`src/design/psm_pkg.sv`:
```
`default_nettype none
// ----------------------------------------------------------------------------
// psm_pkg
// Shared types and constants for the pair-sum membership table.
// ----------------------------------------------------------------------------
package psm_pkg;

  localparam int DATA_W           = 32;
  localparam int CNT_OUT_W        = 7;
  localparam int DEFAULT_CAPACITY = 64;
  // width of one group in the hit reduction tree
  localparam int GROUP_W          = 32;

  typedef enum logic [2:0] {
    ST_IDLE,
    ST_ADD_CMP,
    ST_ADD_WAIT,
    ST_ADD_DECIDE,
    ST_FIND,
    ST_DONE
  } state_t;

  typedef enum logic {
    CMD_ADD  = 1'b0,
    CMD_FIND = 1'b1
  } cmd_t;

  // sequencer -> store requests
  typedef struct packed {
    logic              cmp_en;     // run the parallel compare against key
    logic [DATA_W-1:0] key;        // compare key, also write data on add
    logic              key_ok;     // key is a real 32-bit value
    logic              need_self;  // key equals the swept value: need count of 2
    logic              set_dup;    // mark hit entry as seen twice
    logic              add_new;    // append key as a new entry
  } store_req_t;

endpackage
`default_nettype wire

```
`src/design/psm_store.sv`:
```
`default_nettype none
// ----------------------------------------------------------------------------
// psm_store
// Value storage: a read memory for the sweep, a row of match cells compared
// in parallel against one key, per-entry duplicate flags and the fill count.
// ----------------------------------------------------------------------------
module psm_store #(
  parameter int CAPACITY = psm_pkg::DEFAULT_CAPACITY,
  parameter int AW       = $clog2(CAPACITY),
  parameter int UW       = $clog2(CAPACITY + 1)
) (
  input  wire logic                       clk,
  input  wire logic                       rst,
  input  wire psm_pkg::store_req_t        req,
  input  wire logic [AW-1:0]              rd_addr,
  output logic [psm_pkg::DATA_W-1:0]      rd_data,
  output logic                            hit_any,
  output logic [UW-1:0]                   used
);

  localparam int NGRP = (CAPACITY + psm_pkg::GROUP_W - 1) / psm_pkg::GROUP_W;

  logic [psm_pkg::DATA_W-1:0] mem [CAPACITY];
  logic [psm_pkg::DATA_W-1:0] cam [CAPACITY];
  logic [CAPACITY-1:0]        dup;
  logic [CAPACITY-1:0]        hit_q;
  logic [NGRP-1:0]            grp_c;
  logic [NGRP-1:0]            grp_q;

  always_ff @(posedge clk) begin
    rd_data <= mem[rd_addr];
    if (req.add_new) begin
      mem[used[AW-1:0]] <= req.key;
    end
  end

  for (genvar j = 0; j < CAPACITY; j++) begin : g_cell
    localparam logic [UW-1:0] IDX = UW'(j);

    always_ff @(posedge clk) begin
      if (req.add_new && used == IDX) begin
        cam[j] <= req.key;
        dup[j] <= 1'b0;
      end else if (req.set_dup && hit_q[j]) begin
        dup[j] <= 1'b1;
      end
      if (req.cmp_en) begin
        hit_q[j] <= (IDX < used) && req.key_ok && (cam[j] == req.key) &&
                    (dup[j] || !req.need_self);
      end
    end
  end

  // two-level reduction of the hit vector
  for (genvar g = 0; g < NGRP; g++) begin : g_grp
    localparam int LO = g * psm_pkg::GROUP_W;
    localparam int HI = (LO + psm_pkg::GROUP_W > CAPACITY) ?
                        CAPACITY - 1 : LO + psm_pkg::GROUP_W - 1;
    assign grp_c[g] = |hit_q[HI:LO];
  end

  always_ff @(posedge clk) begin
    grp_q <= grp_c;
  end

  assign hit_any = |grp_q;

  always_ff @(posedge clk) begin
    if (rst) begin
      used <= '0;
    end else if (req.add_new) begin
      used <= used + 1'b1;
    end
  end

`ifndef SYNTHESIS
  a_used_bound: assert property (@(posedge clk) disable iff (rst)
    used <= UW'(CAPACITY))
    else $error("fill count above capacity");

  a_dup_xor_new: assert property (@(posedge clk) disable iff (rst)
    !(req.set_dup && req.add_new))
    else $error("add both appends and marks a duplicate");

  a_used_step: assert property (@(posedge clk) disable iff (rst)
    req.add_new |=> used == $past(used) + 1'b1)
    else $error("fill count did not advance on append");
`endif

endmodule
`default_nettype wire

```
`config.mk`:
```
export PLATFORM = sky130hd
export DESIGN_NAME = psm_store
export DESIGN_NICKNAME = d
export VERILOG_FILES = /design/src/design/psm_pkg.sv /design/src/design/psm_store.sv
export SDC_FILE = /design/constraint.sdc
export NUM_CORES = 2
export LEC_CHECK = 0
export BUFFER_PORTS_ARGS = -buffer_cell sky130_fd_sc_hd__clkbuf_2
export CAP_MARGIN = 30
export CORE_MARGIN = 3
export CORE_UTILIZATION = 25
export CTS_CLUSTER_SIZE = 16
export DETAILED_ROUTE_END_ITERATION = 8
export PLACE_DENSITY = 0.36
export SKIP_CTS_REPAIR_TIMING = 1
export SYNTH_ARGS = -nofsm -noshare
export SYNTH_HDL_FRONTEND = slang
export SYNTH_SLANG_ARGS = --single-unit
export TNS_END_PERCENT = 1
```
`constraint.sdc`:
```
create_clock -name clk -period 6.3 [get_ports clk]
set_input_delay 0.63 -clock clk [delete_from_list [all_inputs] [get_ports clk]]
set_output_delay 0.63 -clock clk [all_outputs]
set_load 0.05 [all_outputs]
```
## Yosys cells after proc, flatten, opt, wreduce, memory -nomap -nowiden

Memories as Yosys holds them, arrays and structs flattened. A register that Yosys moved wholly into a read port is not among the register bits.
Index checks and enable logic that the tools add are counted.

| storage, ports and cells | value |
|---|---|
| register bits | 137 |
| bits in writable memories | 4096 |
| input port bits | 45 |
| output and inout port bits | 40 |
| word-level logic and storage cells | 1095 |
| memories | 2 |

| operators by class | value |
|---|---|
| add/sub/neg operators | 1 |
| order comparisons | 64 |
| equal/unequal tests | 127 |
| muxes and demuxes | 319 |
| reduce and logical (&&, ||, !) cells | 452 |

Memory list:

| memory | depth | width | read ports | clocked after Yosys merged registers in | wr ports | line | source |
|---|---|---|---|---|---|---|---|
| cam | 64 | 32 | 64 | 0 | 1 | psm_store.sv:24 | `logic [psm_pkg::DATA_W-1:0] cam [CAPACITY];` |
| mem | 64 | 32 | 1 | 1 | 1 | psm_store.sv:23 | `logic [psm_pkg::DATA_W-1:0] mem [CAPACITY];` |

Operators with widths:

| operator | count |
|---|---|
| OR reduction 32 bit | 65 |
| equality test 32 bit | 64 |
| 2-to-1 mux 32 bit | 63 |
| 2-to-1 mux 6 bit | 63 |
| logical AND 1 bit | 320 |
| equality test 7 x 6 -> 1 bit (second input constant) | 32 |
| < comparator 6 x 7 -> 1 bit (first input constant) | 32 |
| 2-to-1 mux 1 bit | 193 |
| equality test 7 x 5 -> 1 bit (second input constant) | 16 |
| < comparator 5 x 7 -> 1 bit (first input constant) | 16 |
| logical OR 1 bit | 64 |
| equality test 7 x 4 -> 1 bit (second input constant) | 8 |
| < comparator 4 x 7 -> 1 bit (first input constant) | 8 |
| equality test 7 x 3 -> 1 bit (second input constant) | 4 |
| < comparator 3 x 7 -> 1 bit (first input constant) | 4 |
| equality test 7 x 2 -> 1 bit (second input constant) | 2 |
| < comparator 1 x 7 -> 1 bit (first input constant) | 2 |
| < comparator 2 x 7 -> 1 bit (first input constant) | 2 |
| adder 7 x 1 -> 7 bit (second input constant) | 1 |
| equality test 7 x 1 -> 1 bit (second input constant) | 1 |
| logical NOT 7 bit | 1 |
| OR reduction 2 bit | 1 |
| logical NOT 1 bit | 1 |

## Logic depth before layout (Yosys ltp)

| logic depth | value |
|---|---|
| word-level depth | 68 |
| depth in mapped cells | 9 |
| gate-level depth less buffers | 5 |

## Worst setup path before layout

Ideal clock, no wire load.

| path | value |
|---|---|
| kind | register to register |
| start point | reg used[1] |
| end point | mem mem[55][0] (netlist name), enable pin |
| arrival time | 4.845 ns |
| data required time | 5.787 ns |
| setup slack | 0.942 ns |
| cell stages (with the launch flop) | 6 |
| clock period less this slack | 5.358 ns |
| cells stage by stage | dfxtp_1 -> clkbuf_1 -> and2_1 -> buf_2 -> nand2_1 -> nor4b_1 |

RTL lines:

| element | line | source |
|---|---|---|
| start: declaration | psm_store.sv:18 | `output logic [UW-1:0] used` |
| start signal: assignment | psm_store.sv:72 | `used <= used + 1'b1;` |
| end: declaration | psm_store.sv:23 |  |

Straight into the memory's write port.

## Final worst setup path

| path | value |
|---|---|
| start point | reg used[2] |
| end point | mem cam[1][581] (netlist name), enable pin |

| on the way | value |
|---|---|
| word-level cells in the longest chain between the ends | 68 |
| elaborated cells between the ends (all ways) | 445 |
| those cells by class | eq/ne (63); mux (254); reduce/logical (128) |

RTL lines:

| element | line | source |
|---|---|---|
| equality test 7 x 1 -> 1 bit | psm_store.sv:41 | `if (req.add_new && used == IDX) begin` |
| logical AND 1 bit | psm_store.sv:41 |  |
| 2-to-1 mux 1 bit | psm_store.sv:41 |  |
| 2-to-1 mux 1 bit (implied by the code) | psm_store.sv:42 | `cam[j] <= req.key;` |
| OR reduction 32 bit (no line) | n/a |  |
| 2-to-1 mux 6 bit (no line) or 2-to-1 mux 1 bit (tied branches) (63 in a row) | n/a |  |
| end: declaration | psm_store.sv:24 |  |

Parallel ways exist; a longest one is shown, timed or not.

==> out/qor.yml <==
run_status:
  status: "finished, final reports clean"
clocking:
  cts_buffer_depth: 4
  clk_pin_slew_ns: 0.06
  clk_latency_ns: 1.03
  htreeDepth: 5
  cts_tree: "yes"
  cts_buffers: 473
  cts_sinks: 4265
  cts-root-buf: "clkbuf_16"
final_layout:
  area_delta_synth_final_pct: 18.1
  final_common_cell: "edfxtp_1"
  drive_above_1_share: 0.188
  final_cell_mix: "4160 x edfxtp_1, 1466 x xor2_1, 579 x xnor2_1"
  n_fill_cell: 65600
  final_nets: 9577
drt:
  drt_wl_total_mm: 563
  drt_iter0_drc: 8037
  via_per_inst: 4.53
  drt_pass1_iterations: 5
  num_vias: 85400
  wl_per_cell_um: 29.8
  drtAntennaViolNets: 0
  drc: 0
power_and_ir_drop:
  leakagePower_nw: 61.5
  combPwrFrac: 0.058
  vdd_drop_max_uv: 216
  p_clk_frac: 0.436
  power.density_nw_per_um2: 311
  power_frac_seq: 0.507
  design_power_total_w: 0.0619
  switching_power_w: 0.0142
  power.internal_w: 0.0478
  swShare: 0.229
global_routing:
  grt_pass1_wl_mm: 765
  gr-total-overflow: 0
  track_usage: 0.160
  grt_max_degree: 121
  grt_pass1_vias: 86700
  antenna_found_initial: 78
sta:
  period_needed_ns: 3.43
  hold_viol: 0
  relSlewSlack: 0.266
  finalCritPeriodShare: 0.545
  finalSetupTns_ns: 0
  maxSlewViolCount: 0
  max_clock_freq_ghz: 0.291
  fin_skew_ns: 0.0346
  worstMarginPinSlew_ns: 1.10
  rsz0062_at_grt: "false"
  finalSetupViolations: 0
  fin_hold_ws_ns: 0.0778
place:
  dp_hpwl_mm: 339
  gp_congestion: 0.777
  numPortBuffers: 84
die:
  rows: 300
  die-area_um2: 684000
  io_pins: 85
  initial_utilization: 0.252
  core-area_um2: 670000
  fp.dieH_um: 827
  die_x_um: 827
yosys:
  syn-cell-area_um2: 168000
  synth_warnings: 0
  ys.flop_type: "edfxtp_1"
  syn_nets: 9004
  netlist_instances: 8955
  ys_seq_area_frac: 0.754
  synth_seq_cells: 4265
  async_reset_ff_frac: 0
  avgSynthCellArea_um2: 18.8
  synth-edff-count: 4160
  synth_cell_type_count: 58
job:
  cap_violations: 0
critical_path:
  path_class: "reg2reg"
  critPathCaptureType: "register"
  startpoint_type: "register"
  worstPathArrival_ns: 4.11
  cp.required_ns: 6.97
  r2r_slack_ns: 2.87
  rr_endpoint: "cam[1][581]"
  critPathMaxFanout: 21
  rr_worst_depth: 5
  rr_startpoint: "used[2]"
worst_hold_path:
  hold_path_end: "cam[1][85]"
  hold_start: "req[25]"
  hold_path_depth: 1
  hold_class: "in2reg"
per-layer routing:
layer / track usage / part of all wire / up-vias
li1: - / - / 36400
met1: 0.233 / 0.47 / 46300
met2: 0.258 / 0.46 / 2117
met3: 0.0219 / 0.046 / 558
met4: 0.0297 / 0.019 / 10
met5: 0 / 0.00011 / -
cell families (layout without fill, tap and decap cells):
family	after synthesis	in the layout	share of synthesized area
XOR/XNOR	2045	2045	0.106
AND/OR/NAND/NOR	1137	1137	0.0372
adder cells (fa/ha/maj)	4	4	0.000297
multiplexers	548	548	0.0697
flip-flops	4265	4265	0.754
other	0	12	0
AO/OA/AOI/OAI	493	493	0.0200
buffers and inverters	463	1442	0.0126
area by class of cell:
type                    instances  area, um2  area share
flip-flops and latches       4265     127000       0.638
multi-input cells            4227      40300       0.202
clock buffers                 617      12800      0.0641
well taps                    8909      11100      0.0560
repair buffers                546       5580      0.0280
clock inverters               264       2170      0.0109
inverters                      15       58.8    0.000295
diodes                         12       30.0    0.000151
Yosys cell counts, types with 4 or more instances:
cell,number,area share
edfxtp_1,4160,0.74
a31oi_1,12,0.00045
clkbuf_1,162,0.0036
nor4_1,455,0.017
nand2b_1,13,0.00048
nor2_1,207,0.0046
or3_1,11,0.00041
or2_2,7,0.00026
nand2_1,77,0.0017
nand3_1,73,0.0022
inv_1,10,0.00022
mux2i_1,38,0.0023
a21oi_1,80,0.0024
and2_1,18,0.00067
xor2_1,1466,0.076
mux2_2,11,0.00074
o21ai_1,11,0.00033
dfxtp_1,105,0.012
buf_4,32,0.0014
o22ai_1,156,0.0058
mux4_2,499,0.067
nand4_1,175,0.0065
a2111oi_0,15,0.00078
a221oi_1,11,0.00057
o22a_1,12,0.00062
buf_2,165,0.0049
buf_6,7,0.00047
o21ai_0,24,0.00071
buf_1,82,0.0018
o21a_1,12,0.00053
nor3_1,64,0.0019
o211ai_1,22,0.00098
ha_1,4,0.00030
a22o_1,6,0.00031
o2111ai_1,34,0.0018
a22oi_1,17,0.00076
nor2b_1,24,0.00089
xnor2_1,579,0.030
o221ai_1,40,0.0021
a211oi_1,29,0.0013
flip-flops by register name, summed over array words and instances (netlist names):
| signal | count |
|---|---|
| rd_data | 32 |
| dup | 64 |
| cam | 2048 |
| used | 7 |
| hit_q | 64 |
| grp_q | 2 |
| mem | 2048 |
through the flow:
| step | cell area, um2 | setup slack [ns] | utilization | cells |
|---|---|---|---|---|
| 2_1_floorplan | 168000 | 0.942 | - | 8955 |
| 3_3_place_gp | 183000 | 1.26 | 0.273 | 17900 |
| 3_5_place_dp | 184000 | 2.03 | 0.275 | 17900 |
| 4_1_cts | 199000 | 2.80 | 0.297 | 18800 |
| 5_1_grt | 199000 | 2.72 | 0.297 | 18800 |
| 6_report | 199000 | 2.87 | 0.297 | 18900 |
worst max path at each step:
| stage | endpoint | from | cells after the start |
|---|---|---|---|
| global placement | rd_data[1] | rd_addr[4] | 7 |
| floorplan | mem[55][0] | used[1] | 5 |
| global route | mem[39][13] | used[0] | 5 |
| detailed placement | rd_data[23] | rd_addr[1] | 8 |
| CTS | cam[1][606] | used[2] | 5 |
| finish | cam[1][581] | used[2] | 5 |
power by group through the flow:
stage,clock network (W),registers (W),logic [W]
3_3_place_gp,0,0.0320,0.00363
6_report,0.0270,0.0314,0.00357
5_1_grt,0.0289,0.0314,0.00381
4_1_cts,0.0278,0.0314,0.00370
2_1_floorplan,0,0.0320,0.00155
3_5_place_dp,0,0.0320,0.00369
critical path: stages, from the launching register on:
cell and delay [ns]:
dfxtp_2 0.41, nor2_1 0.74, nand2_1 0.61, buf_4 0.36, nor2_2 0.54, buf_4 0.42
Note: power is estimated with default switching activity, not from simulation.
