==> src/design/psm_pkg.sv <==
`default_nettype none
// ----------------------------------------------------------------------------
// psm_pkg
// Shared types and constants for the pair-sum membership table.
// ----------------------------------------------------------------------------
package psm_pkg;

  localparam int DATA_W           = 32;
  localparam int CNT_OUT_W        = 7;
  localparam int DEFAULT_CAPACITY = 64;
  // width of one group in the hit reduction tree
  localparam int GROUP_W          = 32;

  typedef enum logic [2:0] {
    ST_IDLE,
    ST_ADD_CMP,
    ST_ADD_WAIT,
    ST_ADD_DECIDE,
    ST_FIND,
    ST_DONE
  } state_t;

  typedef enum logic {
    CMD_ADD  = 1'b0,
    CMD_FIND = 1'b1
  } cmd_t;

  // sequencer -> store requests
  typedef struct packed {
    logic              cmp_en;     // run the parallel compare against key
    logic [DATA_W-1:0] key;        // compare key, also write data on add
    logic              key_ok;     // key is a real 32-bit value
    logic              need_self;  // key equals the swept value: need count of 2
    logic              set_dup;    // mark hit entry as seen twice
    logic              add_new;    // append key as a new entry
  } store_req_t;

endpackage
`default_nettype wire

==> src/design/psm_ctrl.sv <==
`default_nettype none
// ----------------------------------------------------------------------------
// psm_ctrl
// Sequencer: input capture, add decision, pipelined find sweep through the
// shared subtractor and match row, and the output register.
// ----------------------------------------------------------------------------
module psm_ctrl #(
  parameter int CAPACITY = psm_pkg::DEFAULT_CAPACITY,
  parameter int AW       = $clog2(CAPACITY),
  parameter int UW       = $clog2(CAPACITY + 1)
) (
  input  wire logic                              clk,
  input  wire logic                              rst,
  input  wire logic                              in_valid,
  output logic                                   in_stall,
  input  wire logic                              command,
  input  wire logic signed [psm_pkg::DATA_W-1:0] operand,
  output logic                                   out_valid,
  input  wire logic                              out_stall,
  output logic                                   pair_found,
  output logic                                   table_full,
  output logic [psm_pkg::CNT_OUT_W-1:0]          distinct_count,
  output psm_pkg::store_req_t                    req,
  output logic [AW-1:0]                          rd_addr,
  input  wire logic [psm_pkg::DATA_W-1:0]        rd_data,
  input  wire logic                              hit_any,
  input  wire logic [UW-1:0]                     used
);

  localparam int              DW    = psm_pkg::DATA_W;
  localparam int              OW    = psm_pkg::CNT_OUT_W;
  localparam logic [UW-1:0]   CAP_U = UW'(CAPACITY);

  psm_pkg::state_t state, state_next;

  logic [DW-1:0] target;
  logic [UW-1:0] idx;
  logic          rd_v, gap_v, cmp_v, res_v;
  logic [DW:0]   gap_q, gap_c;
  logic          ok_q, self_q;
  logic          found, full;
  logic          accept, rd_issue, load_out, has_room;

  assign accept   = in_valid && !in_stall;
  assign rd_issue = (state == psm_pkg::ST_FIND) && (idx < used);
  assign rd_addr  = idx[AW-1:0];
  assign has_room = used < CAP_U;
  // 33-bit difference, cannot overflow
  assign gap_c    = {target[DW-1], target} - {rd_data[DW-1], rd_data};

  always_ff @(posedge clk) begin
    if (rst) begin
      state <= psm_pkg::ST_IDLE;
    end else begin
      state <= state_next;
    end
  end

  always_comb begin
    state_next    = state;
    in_stall      = 1'b1;
    load_out      = 1'b0;
    req.cmp_en    = gap_v;
    req.key       = gap_q[DW-1:0];
    req.key_ok    = ok_q;
    req.need_self = self_q;
    req.set_dup   = 1'b0;
    req.add_new   = 1'b0;
    case (state)
      psm_pkg::ST_IDLE: begin
        in_stall = 1'b0;
        if (in_valid) begin
          state_next = (command == psm_pkg::CMD_FIND) ? psm_pkg::ST_FIND
                                                      : psm_pkg::ST_ADD_CMP;
        end
      end
      psm_pkg::ST_ADD_CMP: begin
        req.cmp_en    = 1'b1;
        req.key       = target;
        req.key_ok    = 1'b1;
        req.need_self = 1'b0;
        state_next    = psm_pkg::ST_ADD_WAIT;
      end
      psm_pkg::ST_ADD_WAIT: begin
        req.key    = target;
        state_next = psm_pkg::ST_ADD_DECIDE;
      end
      psm_pkg::ST_ADD_DECIDE: begin
        req.key     = target;
        req.set_dup = hit_any;
        req.add_new = !hit_any && has_room;
        state_next  = psm_pkg::ST_DONE;
      end
      psm_pkg::ST_FIND: begin
        if (!rd_issue && !rd_v && !gap_v && !cmp_v && !res_v) begin
          state_next = psm_pkg::ST_DONE;
        end
      end
      psm_pkg::ST_DONE: begin
        if (!out_valid || !out_stall) begin
          load_out   = 1'b1;
          state_next = psm_pkg::ST_IDLE;
        end
      end
      default: begin
        state_next = psm_pkg::ST_IDLE;
      end
    endcase
  end

  // sweep pipeline: read, subtract, compare, reduce
  always_ff @(posedge clk) begin
    if (rst) begin
      rd_v  <= 1'b0;
      gap_v <= 1'b0;
      cmp_v <= 1'b0;
      res_v <= 1'b0;
    end else begin
      rd_v  <= rd_issue;
      gap_v <= rd_v;
      cmp_v <= gap_v;
      res_v <= cmp_v;
    end
  end

  always_ff @(posedge clk) begin
    if (accept) begin
      target <= operand;
      idx    <= '0;
      found  <= 1'b0;
      full   <= 1'b0;
    end else begin
      if (rd_issue) begin
        idx <= idx + 1'b1;
      end
      if (res_v && hit_any) begin
        found <= 1'b1;
      end
      if (state == psm_pkg::ST_ADD_DECIDE && !hit_any && !has_room) begin
        full <= 1'b1;
      end
    end
    if (rd_v) begin
      gap_q  <= gap_c;
      ok_q   <= gap_c[DW] == gap_c[DW-1];
      self_q <= gap_c[DW-1:0] == rd_data;
    end
  end

  always_ff @(posedge clk) begin
    if (rst) begin
      out_valid <= 1'b0;
    end else if (load_out) begin
      out_valid <= 1'b1;
    end else if (!out_stall) begin
      out_valid <= 1'b0;
    end
  end

  always_ff @(posedge clk) begin
    if (load_out) begin
      pair_found     <= found;
      table_full     <= full;
      distinct_count <= OW'(used);
    end
  end

`ifndef SYNTHESIS
  a_res_in_find: assert property (@(posedge clk) disable iff (rst)
    res_v |-> state == psm_pkg::ST_FIND)
    else $error("sweep result outside find");

  a_done_loads: assert property (@(posedge clk) disable iff (rst)
    (state == psm_pkg::ST_DONE && (!out_valid || !out_stall)) |=> out_valid)
    else $error("finished transaction not presented");

  a_flags_exclusive: assert property (@(posedge clk) disable iff (rst)
    out_valid |-> !(pair_found && table_full))
    else $error("find and full flags both set");
`endif

endmodule
`default_nettype wire

==> config.mk <==
export PLATFORM = sky130hd
export DESIGN_NAME = psm_ctrl
export DESIGN_NICKNAME = d
export VERILOG_FILES = /design/src/design/psm_pkg.sv /design/src/design/psm_ctrl.sv
export SDC_FILE = /design/constraint.sdc
export NUM_CORES = 1
export LEC_CHECK = 0
export BUFFER_PORTS_ARGS = -buffer_cell sky130_fd_sc_hd__buf_2
export CORE_MARGIN = 4
export CORE_UTILIZATION = 47
export CTS_CLUSTER_DIAMETER = 50
export DETAILED_ROUTE_END_ITERATION = 6
export PLACE_DENSITY = 0.71
export SETUP_SLACK_MARGIN = 0.5
export SYNTH_ARGS = -nofsm -noshare
export SYNTH_HDL_FRONTEND = slang
export SYNTH_SLANG_ARGS = --single-unit
==> constraint.sdc <==
create_clock -name clk -period 8.9 [get_ports clk]
set_clock_uncertainty 0.2 [all_clocks]
set_input_delay 1.335 -clock clk [delete_from_list [all_inputs] [get_ports clk]]
set_output_delay 1.335 -clock clk [all_outputs]
set_load 0.1 [all_outputs]
======== Word level (Yosys, flattened, before mapping) ========
Index checks and enable logic that the tools add are counted.
Widths: inputs -> output; s select.
word-level totals
  bits in registers ....................... 92
  bits of input ports ..................... 77
  output and inout bits ................... 54
cells by class
  add/subtract/negate cells ............... 2
  multiplexer cells ....................... 14
  order comparisons ....................... 2
  equality and inequality tests ........... 11
  reduce and logical (&&, ||, !) cells .... 23
operators by type and width
  operator             count
  $sub 32x32->33       1
  $eq 32x32->1         1
  $mux 32              1
  $pmux 3 s6           1
  $mux 3               4
  $logic_and 1x1->1    10
  $logic_not 1->1      9
  $add 7x1->7 const B  1
  $lt 7x7->1           1
  $lt 7x7->1 const B   1
  $eq 3x2->1 const B   2
  $eq 3x3->1 const B   2
  $mux 1               6
  $mux 2               2
  $ne 2x1->1 const B   2
  $ne 2x2->1 const B   2
  $eq 3x1->1 const B   1
  $logic_not 3->1      1
  $reduce_and 3->1     1
  $reduce_or 3->1      1
  $eq 1x1->1           1
  $logic_or 1x1->1     1

======== Longest topological paths before layout ========
  depth in word-level cells ............... 9
  mapped depth ............................ 14
  mapped depth without buffers ............ 14

======== Worst setup path after synthesis ========
OpenSTA, ideal clock, no wires.
  kind .................................... input-to-output
  from .................................... input hit_any
  to ...................................... output req[0] (netlist name)
  data required time ...................... 7365 ps
  stages .................................. 1
  arrival ................................. 3433 ps
  setup slack ............................. 3932 ps
  path through ............................ nor3_1
between the ends
  cells in the longest elaborated chain, start to end .. 3
ends and longest elaborated chain
  item                RTL line        source
  start: declaration  psm_ctrl.sv:26  input wire logic hit_any,
  $logic_not 1->1     psm_ctrl.sv:91  req.add_new = !hit_any && has_room;
  $logic_and 1x1->1   psm_ctrl.sv:91
  $mux 2              psm_ctrl.sv:69  case (state)
  end: declaration    psm_ctrl.sv:23  output psm_pkg::store_req_t req,
Every way passes these cells.

======== Final worst setup path ========
  from .................................... input rd_data[0] (netlist name)
  to ...................................... register self_q (data pin)
between the ends
  cells in the longest elaborated chain, start to end .. 2
ends and longest elaborated chain
  item                    RTL line         source
  start: declaration      psm_ctrl.sv:25   input wire logic [psm_pkg::DATA_W-1:0] rd_data,
  $sub 32x32->33          psm_ctrl.sv:49   assign gap_c = {target[DW-1], target} - {rd_data[DW-1], rd_data};
  $eq 32x32->1 (*)        psm_ctrl.sv:146  self_q <= gap_c[DW-1:0] == rd_data;
  end signal: assignment  psm_ctrl.sv:146
  end: declaration        psm_ctrl.sv:40   logic ok_q, self_q;
Every way passes the cells marked *; elsewhere a longest branch is shown, timed or not.
A chain may end at the register's enable or synchronous reset.

==> qor.txt <==
Pwr Total = 2.32 mW
Measured slew at the worst slew-check pin = 0.974 ns
Number of global-route vias before repair = 4,903
Fmax achieved = 235 MHz
Max_cap viols = 0
Slew Limit Fails = 0
Final Hold Vio Count = 0
M2 GR Usage = 33.4%
Crit Path Max Fanout = 4
CTS hold repair buffers = 0
Synth top area cells = edfxtp_1 36%, ha_1 8.0%, mux2_2 5.6%
Worst vdd ir = 0.160 mV
Critical-path cell list = buf_2 -> ha_1 -> inv_1 -> fa_1 -> a21oi_1 -> nand4b_1 -> a211oi_2 -> nor2_1 -> a2111o_1 -> a2111oi_2 -> and4_1 -> and4b_1 -> nand4_1 -> nor4_2
First-pass GRT wire length = 23.7 mm
FF-to-FF setup slack = 5.33 ns
Chip width = 123 um
Max_slew headroom = 35.1%
RSZ-0062 raised after global routing = false
Die area = 15,200 um^2
R2R depth = 11
Std cell rows = 41
Initial antenna violation count = 0
Min cycle time layout = 4.26 ns
Largest net degree at the start of global routing = 42
CP Class = in -> reg
Wire per inst = 16.7 um
RR Endpoint = self_q
Final cycle utilization of the critical path = 47.9%
Share of cells above drive strength 1 = 27.0%
Pre-CTS WS = 4.27 ns
First-pass iteration count of the detailed router = 5
Fraction of registers with async set or reset after synthesis = 0%
Post-Route WL = 15.0 mm
Clock buffer depth = 2
Gpl congestion = 0.884
DRC violations left = 0
Final-stage net count = 838
Final Setup Violations = 0
GR Util All Layers = 20.2%
Clock buffer count from CTS = 9
Post-Syn Area = 6230 um^2
EDFF count, synth = 75
Hold crit path type = reg -> reg
Leak pwr = 3.19 nW
Cell Int Power = 1.15 mW
#FFs+latches synth = 92
H-tree Lvls = 3
Comb power frac = 56.8%
Sequential area share after synthesis = 41.6%
GR Util met3 = 5.44%
Setup TNS = 0 ns
Arr. time, crit path = 4.25 ns
Largest area contributor in the synthesized netlist = edfxtp_1
Hold path startpoint = found
Die Ht = 123 um
# IOs = 131
Antenna Cells = 0
Seq pwr share = 26.2%
CP peak stage delay = 0.41 ns
PortBufs = 130
HPWL Detailed = 11.6 mm
Final worst slack = 4.64 ns
Clock transition at path regs = 0.07 ns
Switching Share = 50.4%
Mean post-synth cell area = 10.2 um^2
Critical Path RT = 8.89 ns
Hold Path End = pair_found
# fillers = 1,173
Crit path launch type = input pin
Post-route ant nets = 0
Status = completed
Initial cell density of the core = 48.6%
Post-CTS Setup Bufs = 0
Overflow after GRT = 0
Skew-Pair Late Insertion Delay = 0.36 ns
Routed via count = 4,872
Core Footprint = 12,800 um^2
Share of the synthesized area in the top cell type = 36.1%
Cell Pwr Density = 319 nW/um^2
Busiest grt layer = met2
Num Clock Sinks = 92
Yosys warns = 0
Slowest-stage cell, CP = a2111o_1
Post-cts repair resize count = 0
M1 GR Usage = 26.1%
Cells after Synth = 609
Clock Power Share = 17.1%
Switching pwr = 1.17 mW
CTS tree = done
Endpoint class of the critical path = flop
Initial drt markers = 304
Via/cell ratio = 5.43
Syn_nets = 727
Synth-to-Final Area Change = 16.7%
Critical R2R Launch = target[6]
Cell variety after synth = 62
Root buffer cell = clkbuf_16
Top FF cell, synth = edfxtp_1
Hold path depth = 0
## logic make-up after synthesis
logic type	count (synthesis)	share of synthesized area (%)
AO/OA/AOI/OAI	135	14.0
XOR/XNOR	68	11.5
adder cells (fa/ha/maj)	41	8.35
buffers and inverters	78	5.34
flip-flops	92	41.6
multiplexers	34	6.08
AND/OR/NAND/NOR	161	13.1
## through the flow
stage / hold WS, ns / area, um^2 / util, % / std cells
after floorplan: 0.209 / 6230 / - / 609
after global placement: 0.219 / 6960 / 54.3 / 881
after detailed placement: 0.229 / 6960 / 54.3 / 881
after CTS: 0.247 / 7270 / 56.7 / 897
after global routing: 0.262 / 7270 / 56.7 / 897
final: 0.241 / 7270 / 56.7 / 897
## area by class of cell
class | count | area [um^2] | share of cell area [%]
Inverter | 46 | 173 | 2.38
Clock buffer | 10 | 250 | 3.44
Multi-Input combinational cell | 439 | 3310 | 45.6
Sequential cell | 92 | 2590 | 35.7
Tap cell | 172 | 215 | 2.96
Timing Repair Buffer | 132 | 666 | 9.16
Clock inverter | 6 | 60.1 | 0.826
## cell usage in the layout (no fill, tap or decap), types with 7 or more instances in the layout
cell	instances
buf_2	130
edfxtp_1	75
inv_1	46
a21oi_1	44
nand2_1	42
ha_1	40
nor2_1	39
xnor2_1	38
mux2_2	31
o21ai_0	28
xor2_1	21
dfxtp_1	17
nand4_1	14
a21o_1	12
clkbuf_16	10
nand3_1	9
nor3_1	9
xnor3_1	9
o21bai_1	8
nor2b_1	8
nand2b_1	7
or2_2	7
## how the worst max path moves through the flow
stage | end | from
after CTS | self_q | rd_data[6]
after global routing | self_q | rd_data[11]
after global placement | self_q | rd_data[6]
after detailed placement | self_q | rd_data[6]
after floorplan | req[0] | hit_any
final | self_q | rd_data[0]
## layer usage
layer | share of wire [%] | vias to the layer above
li1 | - | 2420
met1 | 44 | 2298
met2 | 49 | 136
met3 | 5.4 | 18
met4 | 1.5 | 0
met5 | 0 | -
## worst max-delay path, delay by kind of cell
kind            cells  cell delay, ns
fa+ha+maj           2            0.43
compound gates      4            1.10
buf+inv             2            0.19
simple gates        6            1.19
## registers in the layout, indices dropped and copies added (netlist names)
name and count:
cmp_v 1, distinct_count 7, found 1, full 1, gap_q 32, gap_v 1
idx 7, ok_q 1, out_valid 1, pair_found 1, rd_v 1, res_v 1
self_q 1, state 3, table_full 1, target 32
## Yosys cell counts, drive strengths merged (4+ instances only)
library cell,instances
xnor2,38
xnor3,9
a21o,13
edfxtp,75
o21ai,29
nor2,40
a21oi,45
and3,4
xor2,21
ha,40
buf,15
or2,7
dfxtp,17
a211oi,5
mux2,31
o21bai,8
nor3,9
nand2,42
nor2b,8
nand2b,7
o211ai,5
nand4,14
o21a,5
inv,46
a31oi,4
nand3,9
clkbuf,17
## power groups by stage
| stage | registers, mW | logic [mW] | clock network (mW) |
|---|---|---|---|
| after global routing | 0.614 | 1.40 | 0.426 |
| after floorplan | 0.623 | 1.08 | 0 |
| after global placement | 0.612 | 1.30 | 0 |
| after CTS | 0.607 | 1.32 | 0.408 |
| after detailed placement | 0.616 | 1.31 | 0 |
| final | 0.606 | 1.31 | 0.395 |
No activity file was read; power rests on OpenSTA's default activity.
